**config.mk**
```make
export PLATFORM = sky130hd
export DESIGN_NAME = scancode_set1_to_hid_translator
export DESIGN_NICKNAME = d
export VERILOG_FILES = /design/src/rtl/core/sc1h_pkg.sv /design/src/rtl/core/sc1h_front.sv /design/src/rtl/core/sc1h_queue.sv /design/src/rtl/core/sc1h_back.sv /design/src/rtl/core/scancode_set1_to_hid_translator.sv
export SDC_FILE = /design/constraint.sdc
export NUM_CORES = 1
export LEC_CHECK = 0
export ABC_AREA = 1
export BUFFER_PORTS_ARGS = -buffer_cell sky130_fd_sc_hd__buf_2
export CAP_MARGIN = 20
export CORE_ASPECT_RATIO = 0.6
export CORE_MARGIN = 2
export CORE_UTILIZATION = 45
export DETAILED_ROUTE_END_ITERATION = 10
export GPL_TIMING_DRIVEN = 0
export PLACE_DENSITY = 0.67
export SLEW_MARGIN = 20
export SYNTH_ARGS = -nofsm -noshare
export SYNTH_HDL_FRONTEND = slang
export SYNTH_SLANG_ARGS = --single-unit
```
**constraint.sdc**
```tcl
create_clock -name clk -period 2.6 [get_ports clk]
set_input_delay 0 -clock clk [delete_from_list [all_inputs] [get_ports clk]]
set_output_delay 0 -clock clk [all_outputs]
set_load 0.02 [all_outputs]
```
**src/rtl/core/sc1h_pkg.sv**
```systemverilog
// sc1h_pkg: shared types, constants and lookup tables for the set 1 to HID translator
// no dependencies; imported by every module of the translator
package sc1h_pkg;

  localparam int QDepth = 4;
  localparam int QPtrW  = $clog2(QDepth);

  localparam logic [7:0] CodePause   = 8'h45;
  localparam logic [7:0] CodeLshift  = 8'h2A;
  localparam logic [7:0] UsageLshift = 8'hE1;
  localparam logic [7:0] UsagePause  = 8'h48;

  // operation codes carried in tuser
  localparam logic OpKey   = 1'b0;
  localparam logic OpFlush = 1'b1;

  // work handed from front to back: one or two update records
  typedef struct packed {
    logic       two;
    logic [7:0] usage0;
    logic       pressed0;
    logic [7:0] usage1;
    logic       pressed1;
  } cmd_t;

  // plain set 1 codes
  function automatic logic [7:0] rom_plain(input logic [7:0] code);
    logic [7:0] u;
    u = 8'h00;
    case (code)
      8'h01: u = 8'h29; 8'h02: u = 8'h1E; 8'h03: u = 8'h1F; 8'h04: u = 8'h20;
      8'h05: u = 8'h21; 8'h06: u = 8'h22; 8'h07: u = 8'h23; 8'h08: u = 8'h24;
      8'h09: u = 8'h25; 8'h0A: u = 8'h26; 8'h0B: u = 8'h27; 8'h0C: u = 8'h2D;
      8'h0D: u = 8'h2E; 8'h0E: u = 8'h2A; 8'h0F: u = 8'h2B; 8'h10: u = 8'h14;
      8'h11: u = 8'h1A; 8'h12: u = 8'h08; 8'h13: u = 8'h15; 8'h14: u = 8'h17;
      8'h15: u = 8'h1C; 8'h16: u = 8'h18; 8'h17: u = 8'h0C; 8'h18: u = 8'h12;
      8'h19: u = 8'h13; 8'h1A: u = 8'h2F; 8'h1B: u = 8'h30; 8'h1C: u = 8'h28;
      8'h1D: u = 8'hE0; 8'h1E: u = 8'h04; 8'h1F: u = 8'h16; 8'h20: u = 8'h07;
      8'h21: u = 8'h09; 8'h22: u = 8'h0A; 8'h23: u = 8'h0B; 8'h24: u = 8'h0D;
      8'h25: u = 8'h0E; 8'h26: u = 8'h0F; 8'h27: u = 8'h33; 8'h28: u = 8'h34;
      8'h29: u = 8'h35; 8'h2A: u = 8'hE1; 8'h2B: u = 8'h31; 8'h2C: u = 8'h1D;
      8'h2D: u = 8'h1B; 8'h2E: u = 8'h06; 8'h2F: u = 8'h19; 8'h30: u = 8'h05;
      8'h31: u = 8'h11; 8'h32: u = 8'h10; 8'h33: u = 8'h36; 8'h34: u = 8'h37;
      8'h35: u = 8'h38; 8'h36: u = 8'hE5; 8'h37: u = 8'h55; 8'h38: u = 8'hE2;
      8'h39: u = 8'h2C; 8'h3A: u = 8'h39; 8'h3B: u = 8'h3A; 8'h3C: u = 8'h3B;
      8'h3D: u = 8'h3C; 8'h3E: u = 8'h3D; 8'h3F: u = 8'h3E; 8'h40: u = 8'h3F;
      8'h41: u = 8'h40; 8'h42: u = 8'h41; 8'h43: u = 8'h42; 8'h44: u = 8'h43;
      8'h45: u = 8'h53; 8'h46: u = 8'h47; 8'h47: u = 8'h5F; 8'h48: u = 8'h60;
      8'h49: u = 8'h61; 8'h4A: u = 8'h56; 8'h4B: u = 8'h5C; 8'h4C: u = 8'h5D;
      8'h4D: u = 8'h5E; 8'h4E: u = 8'h57; 8'h4F: u = 8'h59; 8'h50: u = 8'h5A;
      8'h51: u = 8'h5B; 8'h52: u = 8'h62; 8'h53: u = 8'h63; 8'h56: u = 8'h64;
      8'h57: u = 8'h44; 8'h58: u = 8'h45;
      default: u = 8'h00;
    endcase
    return u;
  endfunction

  // codes that followed an E0 prefix
  function automatic logic [7:0] rom_ext(input logic [7:0] code);
    logic [7:0] u;
    u = 8'h00;
    case (code)
      8'h1C: u = 8'h58; 8'h1D: u = 8'hE4; 8'h35: u = 8'h54; 8'h37: u = 8'h46;
      8'h38: u = 8'hE6; 8'h47: u = 8'h4A; 8'h48: u = 8'h52; 8'h49: u = 8'h4B;
      8'h4B: u = 8'h50; 8'h4D: u = 8'h4F; 8'h4F: u = 8'h4D; 8'h50: u = 8'h51;
      8'h51: u = 8'h4E; 8'h52: u = 8'h49; 8'h53: u = 8'h4C; 8'h5B: u = 8'hE3;
      8'h5C: u = 8'hE7; 8'h5D: u = 8'h65;
      default: u = 8'h00;
    endcase
    return u;
  endfunction

endpackage

```
**src/rtl/core/sc1h_front.sv**
```systemverilog
// sc1h_front: accepts events, tracks the pending left shift, builds update records
// depends on sc1h_pkg; feeds sc1h_queue
module sc1h_front
  import sc1h_pkg::*;
(
  input  logic        clk,
  input  logic        rst,
  input  logic        in_valid,
  output logic        in_ready,
  input  logic        operation,
  input  logic [7:0]  scancode,
  input  logic        e0_prefix,
  input  logic        e1_prefix,
  input  logic        release_req,
  input  logic        real_lshift_held,
  input  logic        q_full,
  output logic        q_push,
  output cmd_t        q_cmd
);

  logic shift_pending_level;
  logic shift_pending_valid;
  logic level_next;
  logic valid_next;
  logic accept;
  logic down;
  logic ra_v;
  logic [7:0] ra_u;
  logic ra_p;
  logic rb_v;
  logic [7:0] rb_u;
  logic rb_p;
  logic [7:0] rom_u;

  assign in_ready = !q_full;
  assign accept   = in_valid && in_ready;
  assign down     = !release_req;

  // classify the word into at most two records
  always_comb begin
    level_next = shift_pending_level;
    valid_next = shift_pending_valid;
    ra_v = 1'b0;
    ra_u = UsageLshift;
    ra_p = shift_pending_level;
    rb_v = 1'b0;
    rb_u = 8'h00;
    rb_p = down;
    rom_u = e0_prefix ? rom_ext(scancode) : rom_plain(scancode);
    if (operation == OpFlush) begin
      ra_v = shift_pending_valid;
      valid_next = 1'b0;
    end else if (e1_prefix && scancode == CodePause) begin
      rb_v = 1'b1;
      rb_u = UsagePause;
    end else if (scancode == CodeLshift && !e0_prefix) begin
      ra_v = shift_pending_valid;
      level_next = down;
      valid_next = 1'b1;
    end else begin
      if (e0_prefix) begin
        ra_v = shift_pending_valid && real_lshift_held;
        ra_p = 1'b1;
      end else begin
        ra_v = shift_pending_valid;
      end
      valid_next = 1'b0;
      rb_v = (rom_u != 8'h00);
      rb_u = rom_u;
    end
  end

  // pack records, first one in slot 0
  always_comb begin
    q_push = accept && (ra_v || rb_v);
    if (ra_v) begin
      q_cmd.two      = rb_v;
      q_cmd.usage0   = ra_u;
      q_cmd.pressed0 = ra_p;
    end else begin
      q_cmd.two      = 1'b0;
      q_cmd.usage0   = rb_u;
      q_cmd.pressed0 = rb_p;
    end
    q_cmd.usage1   = rb_u;
    q_cmd.pressed1 = rb_p;
  end

  // pending shift state
  always_ff @(posedge clk) begin
    if (rst) begin
      shift_pending_level <= 1'b0;
      shift_pending_valid <= 1'b0;
    end else if (accept) begin
      shift_pending_level <= level_next;
      shift_pending_valid <= valid_next;
    end
  end

endmodule

```
**src/rtl/core/sc1h_queue.sv**
```systemverilog
// sc1h_queue: short fifo of record pairs between front and back
// depends on sc1h_pkg
module sc1h_queue
  import sc1h_pkg::*;
(
  input  logic clk,
  input  logic rst,
  input  logic push,
  input  cmd_t push_cmd,
  output logic full,
  input  logic pop,
  output logic empty,
  output cmd_t head
);

  cmd_t entries [QDepth];
  logic [QPtrW-1:0] wr_ptr;
  logic [QPtrW-1:0] rd_ptr;
  logic [QPtrW:0]   count;
  logic do_push;
  logic do_pop;

  assign full    = (count == (QPtrW+1)'(QDepth));
  assign empty   = (count == '0);
  assign do_push = push && !full;
  assign do_pop  = pop && !empty;
  assign head    = entries[rd_ptr];

  // storage
  always_ff @(posedge clk) begin
    if (do_push) begin
      entries[wr_ptr] <= push_cmd;
    end
  end

  // pointers and fill level
  always_ff @(posedge clk) begin
    if (rst) begin
      wr_ptr <= '0;
      rd_ptr <= '0;
      count  <= '0;
    end else begin
      if (do_push) begin
        wr_ptr <= wr_ptr + 1'b1;
      end
      if (do_pop) begin
        rd_ptr <= rd_ptr + 1'b1;
      end
      if (do_push && !do_pop) begin
        count <= count + 1'b1;
      end else if (do_pop && !do_push) begin
        count <= count - 1'b1;
      end
    end
  end

endmodule

```
**src/rtl/core/sc1h_back.sv**
```systemverilog
// sc1h_back: drains record pairs, one record per cycle unless the output stalls, into the output register
// depends on sc1h_pkg; fed by sc1h_queue
module sc1h_back
  import sc1h_pkg::*;
(
  input  logic       clk,
  input  logic       rst,
  input  logic       q_empty,
  input  cmd_t       q_head,
  output logic       q_pop,
  output logic       out_valid,
  input  logic       out_ready,
  output logic [7:0] usage,
  output logic       pressed,
  output logic       last
);

  logic phase;
  logic load;

  assign load  = !q_empty && (!out_valid || out_ready);
  assign q_pop = load && (phase || !q_head.two);

  // output register and record phase
  always_ff @(posedge clk) begin
    if (rst) begin
      out_valid <= 1'b0;
      phase     <= 1'b0;
    end else begin
      if (load) begin
        out_valid <= 1'b1;
        phase     <= !q_pop;
      end else if (out_ready) begin
        out_valid <= 1'b0;
      end
    end
  end

  // payload
  always_ff @(posedge clk) begin
    if (load) begin
      usage   <= phase ? q_head.usage1 : q_head.usage0;
      pressed <= phase ? q_head.pressed1 : q_head.pressed0;
      last    <= phase || !q_head.two;
    end
  end

endmodule

```
**src/rtl/core/scancode_set1_to_hid_translator.sv**
```systemverilog
// scancode_set1_to_hid_translator: set 1 scancode events in, HID key updates out
// depends on sc1h_pkg, sc1h_front, sc1h_queue, sc1h_back
// path: an accepted event word is stored in the queue, then its records are loaded into the output register
// throughput: one event word per cycle in unless the queue is full, one record per cycle
//   out unless stalled; two-record events go out in turn, a 4-entry queue absorbs bursts
// reset: synchronous rst clears the pending shift, queue and output valid
module scancode_set1_to_hid_translator
  import sc1h_pkg::*;
(
  input  logic        clk,
  input  logic        rst,
  input  logic        s_tvalid,
  output logic        s_tready,
  input  logic [15:0] s_tdata,  // scancode[7:0], e0_prefix, e1_prefix, release_req,
                                // real_lshift_held, zero pad[15:12]
  input  logic        s_tuser,  // operation
  output logic        m_tvalid,
  input  logic        m_tready,
  output logic [15:0] m_tdata,  // usage[7:0], pressed, zero pad[15:9]
  output logic        m_tlast   // last
);

  logic q_push;
  cmd_t q_cmd;
  logic q_full;
  logic q_pop;
  logic q_empty;
  cmd_t q_head;
  logic [7:0] usage;
  logic pressed;

  sc1h_front u_front (
    .clk              (clk),
    .rst              (rst),
    .in_valid         (s_tvalid),
    .in_ready         (s_tready),
    .operation        (s_tuser),
    .scancode         (s_tdata[7:0]),
    .e0_prefix        (s_tdata[8]),
    .e1_prefix        (s_tdata[9]),
    .release_req      (s_tdata[10]),
    .real_lshift_held (s_tdata[11]),
    .q_full           (q_full),
    .q_push           (q_push),
    .q_cmd            (q_cmd)
  );

  sc1h_queue u_queue (
    .clk      (clk),
    .rst      (rst),
    .push     (q_push),
    .push_cmd (q_cmd),
    .full     (q_full),
    .pop      (q_pop),
    .empty    (q_empty),
    .head     (q_head)
  );

  sc1h_back u_back (
    .clk       (clk),
    .rst       (rst),
    .q_empty   (q_empty),
    .q_head    (q_head),
    .q_pop     (q_pop),
    .out_valid (m_tvalid),
    .out_ready (m_tready),
    .usage     (usage),
    .pressed   (pressed),
    .last      (m_tlast)
  );

  assign m_tdata = {7'b0, pressed, usage};

endmodule

```
==> flow_summary_export.csv <==
group,metric,value,unit
synth,ys_ff_latch,99,
layout,final_cell_count_no_fill,930,
global_route,grt_pass1_wl,25500,um
clock_tree,clockBufferDepth,2,
sta,worst_pin_slew,0.713,ns
global_route,grt_max_degree,20,
sta,final.setup_skew,0.00607,ns
clock_tree,clk_pin_slew,0.07,ns
layout,synthToLayoutAreaGrowth,20.4,%
layout,diodes,0,
worst_setup_path,r2r-end,"u_queue.count[2]",
run,cap_violations,0,
global_route,grt_antenna_before_repair,0,
sta,final_hold_viol_count,0,
hold_path,min_from,"m_tready",
synth,ys_warn_count,0,
worst_setup_path,worstSetupEndpointType,"flip-flop",
die,start_util,46.7,%
placement,placed_cell_area,0.00612,mm2
sta,max_slew_margin,52.4,%
synth,syn-instance-count,697,
power,power.density,748,mW/mm2
clock_tree,cts_made_buffers,9,
global_route,gr-total-overflow,0,
die,dieHeight,91.2,um
sta,slew_violations,0,
power,fin_total_pwr,5130,uW
sta,clock.fmax,398,MHz
layout,drive_gt1_share,21.0,%
worst_setup_path,crit_fanout,12,
global_route,grt.total_usage,24.9,%
hold_path,worstHoldEndpoint,"u_back.out_valid",
detailed_routing,antenna_left,0,
power,leakage,0.00287,uW
hold_path,hold_class,"in2reg",
synth,yosysTopAreaCell,"edfxtp_1",
sta,rsz0062_at_grt,"yes",
clock_tree,htree_levels,3,
detailed_routing,avgRoutedWirePerCell,17.8,um
clock_tree,cts.sinks,99,
worst_setup_path,critPathArrivalTime,2.57,ns
placement,dp_hpwl,12100,um
detailed_routing,drtPass1Iterations,5,
synth,syn_avg_cell_area,8.18,um2
clock_tree,cts_root_buf,"clkbuf_16",
sta,final-setup-viol-count,0,
synth,synth_cell_types,32,
layout,nets,800,
worst_setup_path,critical_path_required,2.66,ns
sta,timing.final.crit_share,96.7,%
worst_setup_path,r2r_cells,12,
layout,stdcell_area,0.00686,mm2
clock_tree,cts_tree,"built",
detailed_routing,via_count,5169,
placement,io_buffers,24,
hold_path,holdPathStages,4,
sta,fin_crit,2.51,ns
die,ios,40,
die,core,0.0122,mm2
clock_tree,insertion_delay,0.34,ns
synth,synthTopCellsByArea,"edfxtp_1, nand2_1, nor2_1, o21ai_0, dfxtp_1",
layout,fin_util,56.2,%
placement,place_inst,894,
detailed_routing,drt_iter0_markers,596,
synth,synth_top_area_share,45.3,%
global_route,grt_pass1_vias,4781,
die,die_w,149,um
worst_setup_path,crit_path_start_kind,"input port",
worst_setup_path,reg2reg_slack,0.25,ns
die,die_area,0.0136,mm2
synth,netlist_area,0.00570,mm2
synth,yosysSeqAreaShare,49.9,%
die,row_count,31,
detailed_routing,drt_wl_total,16600,um
detailed_routing,viasPerCell,5.56,
worst_setup_path,path_class,"in2reg",
detailed_routing,drc_errors,0,
status,status,"finished clean",
power,peakVddDrop,597,uV
placement,gp_congestion,0.951,
==> cell usage after synthesis <==
| master | count |
|---|---|
| nand3_1 | 52 |
| nand4_1 | 4 |
| buf_2 | 4 |
| inv_1 | 53 |
| inv_4 | 2 |
| nand3b_1 | 1 |
| a31oi_1 | 10 |
| edfxtp_1 | 86 |
| o22ai_1 | 10 |
| dfxtp_1 | 13 |
| clkbuf_1 | 12 |
| conb_1 | 1 |
| nor2_2 | 4 |
| nand2_4 | 1 |
| fa_1 | 1 |
| nand2_2 | 6 |
| o21a_1 | 1 |
| o21ai_0 | 58 |
| nand2_1 | 168 |
| buf_4 | 9 |
| a21oi_1 | 21 |
| buf_6 | 8 |
| o211ai_1 | 5 |
| nor2_4 | 4 |
| inv_2 | 5 |
| o21ai_1 | 6 |
| ha_1 | 18 |
| clkinv_1 | 2 |
| o21ai_2 | 1 |
| nand3_2 | 1 |
| nor2_1 | 126 |
| nor3_1 | 4 |
==> worst max-delay path, cell delays in order <==
cell and delay [ns]:
buf_12 0.09, clkinvlp_4 0.10, buf_12 0.16, ha_4 0.27, inv_4 0.08, nand3_2 0.06
nand3_2 0.08, nand2_2 0.05, nor2_2 0.15, nand3_1 0.10, nand2_1 0.09, nand2_1 0.07
nand2_2 0.11, nor2_4 0.05, nand2_2 0.06, o21ai_2 0.06, nand2_2 0.10, nand2_4 0.06
nor2_2 0.55, buf_6 0.25
==> where the power goes <==
part / switching, uW / internal (uW)
Clock: 567 / 747
Combinational: 1190 / 574
Sequential: 69.0 / 1990
==> area by class of cell <==
cell class	instances	area, um2
buffer	33	223
clock buffer	10	229
clock inverter	6	65.1
fill	1092	5350
inverter	62	249
multi-input combinational	509	2650
sequential	99	2840
tap	165	206
timing repair buffer	46	399
==> flip-flops by register name (all words and copies together) (netlist names), named ones only <==
signal	cells
u_queue.entries	76
u_back.out_valid	1
u_queue.rd_ptr	2
u_back.pressed	1
u_back.last	1
u_queue.wr_ptr	2
u_queue.count	3
u_front.shift_pending_level	1
u_back.usage	8
u_front.shift_pending_valid	1
u_back.phase	1
==> metrics by stage <==
step	setup TNS [ns]	hold WS, ns	setup WS (ns)
after floorplan	0	0.0691	0.00895
after global placement	-124.64	0.174	-1.63
after detailed placement	-57.61	0.179	-1.04
after CTS	0	0.0127	0.0107
after global routing	-0.589	0.0652	-0.0631
final	0	0.0288	0.0862
==> placed cells by master (no fill, tap or decap), types with 9 or more instances in the layout <==
master / Yosys / routed
buf_4: 9 / 21
nand2_2: 6 / 22
buf_2: 4 / 26
nor2_2: 4 / 12
nand2_1: 168 / 151
nor2_4: 4 / 10
o21ai_0: 58 / 54
buf_6: 8 / 11
o22ai_1: 10 / 10
inv_2: 5 / 9
nand3_1: 52 / 47
edfxtp_1: 86 / 86
clkbuf_1: 12 / 13
clkbuf_16: 0 / 10
a31oi_1: 10 / 9
inv_1: 53 / 45
ha_1: 18 / 11
a21oi_1: 21 / 20
dfxtp_1: 13 / 13
nor2_1: 126 / 112
==> what timing repair did <==
action | CTS | global route
gates resized for setup | 26 | 43
hold endpoints to repair | 5 | 0
gates cloned | 0 | 1
buffers inserted | 6 | 11
setup endpoints to repair | 79 | 78
pin swaps | 9 | 25
hold buffers | 2 | 0
==> how the worst max path moves through the flow <==
| stage | start | endpoint | slack [ns] | cells after the start |
|---|---|---|---|---|
| 3_5_place_dp | s_tdata[1] | u_queue.count[2] | -1.04 | 25 |
| 4_1_cts | s_tdata[1] | u_queue.count[1] | 0.01 | 25 |
| 2_1_floorplan | s_tdata[1] | u_queue.entries[1][0] | 0.009 | 14 |
| 5_1_grt | s_tdata[1] | u_queue.entries[2][3] | -0.06 | 20 |
| 3_3_place_gp | s_tdata[1] | u_queue.entries[0][5] | -1.63 | 15 |
| 6_report | s_tdata[1] | u_queue.entries[2][3] | 0.09 | 20 |
==> logic make-up (layout without fill, tap and decap cells) <==
group | count (synthesis) | in the layout | share of synthesized area, %
AO/OA/AOI/OAI | 112 | 112 | 10.6
adder cells (fa/ha/maj) | 19 | 19 | 4.30
buffers and inverters | 95 | 157 | 8.08
flip-flops | 99 | 99 | 49.9
other | 1 | 7 | 0.0658
AND/OR/NAND/NOR | 371 | 371 | 27.1
==> metal layers <==
layer | part of all wire (%) | routed length (um) | track usage [%]
met5 | 0 | 0 | 0
met2 | 39 | 6420 | 32.0
met3 | 12 | 2020 | 8.29
met1 | 48 | 8030 | 40.2
met4 | 0.78 | 129 | 4.13
Power figures use the tool's default switching activity.
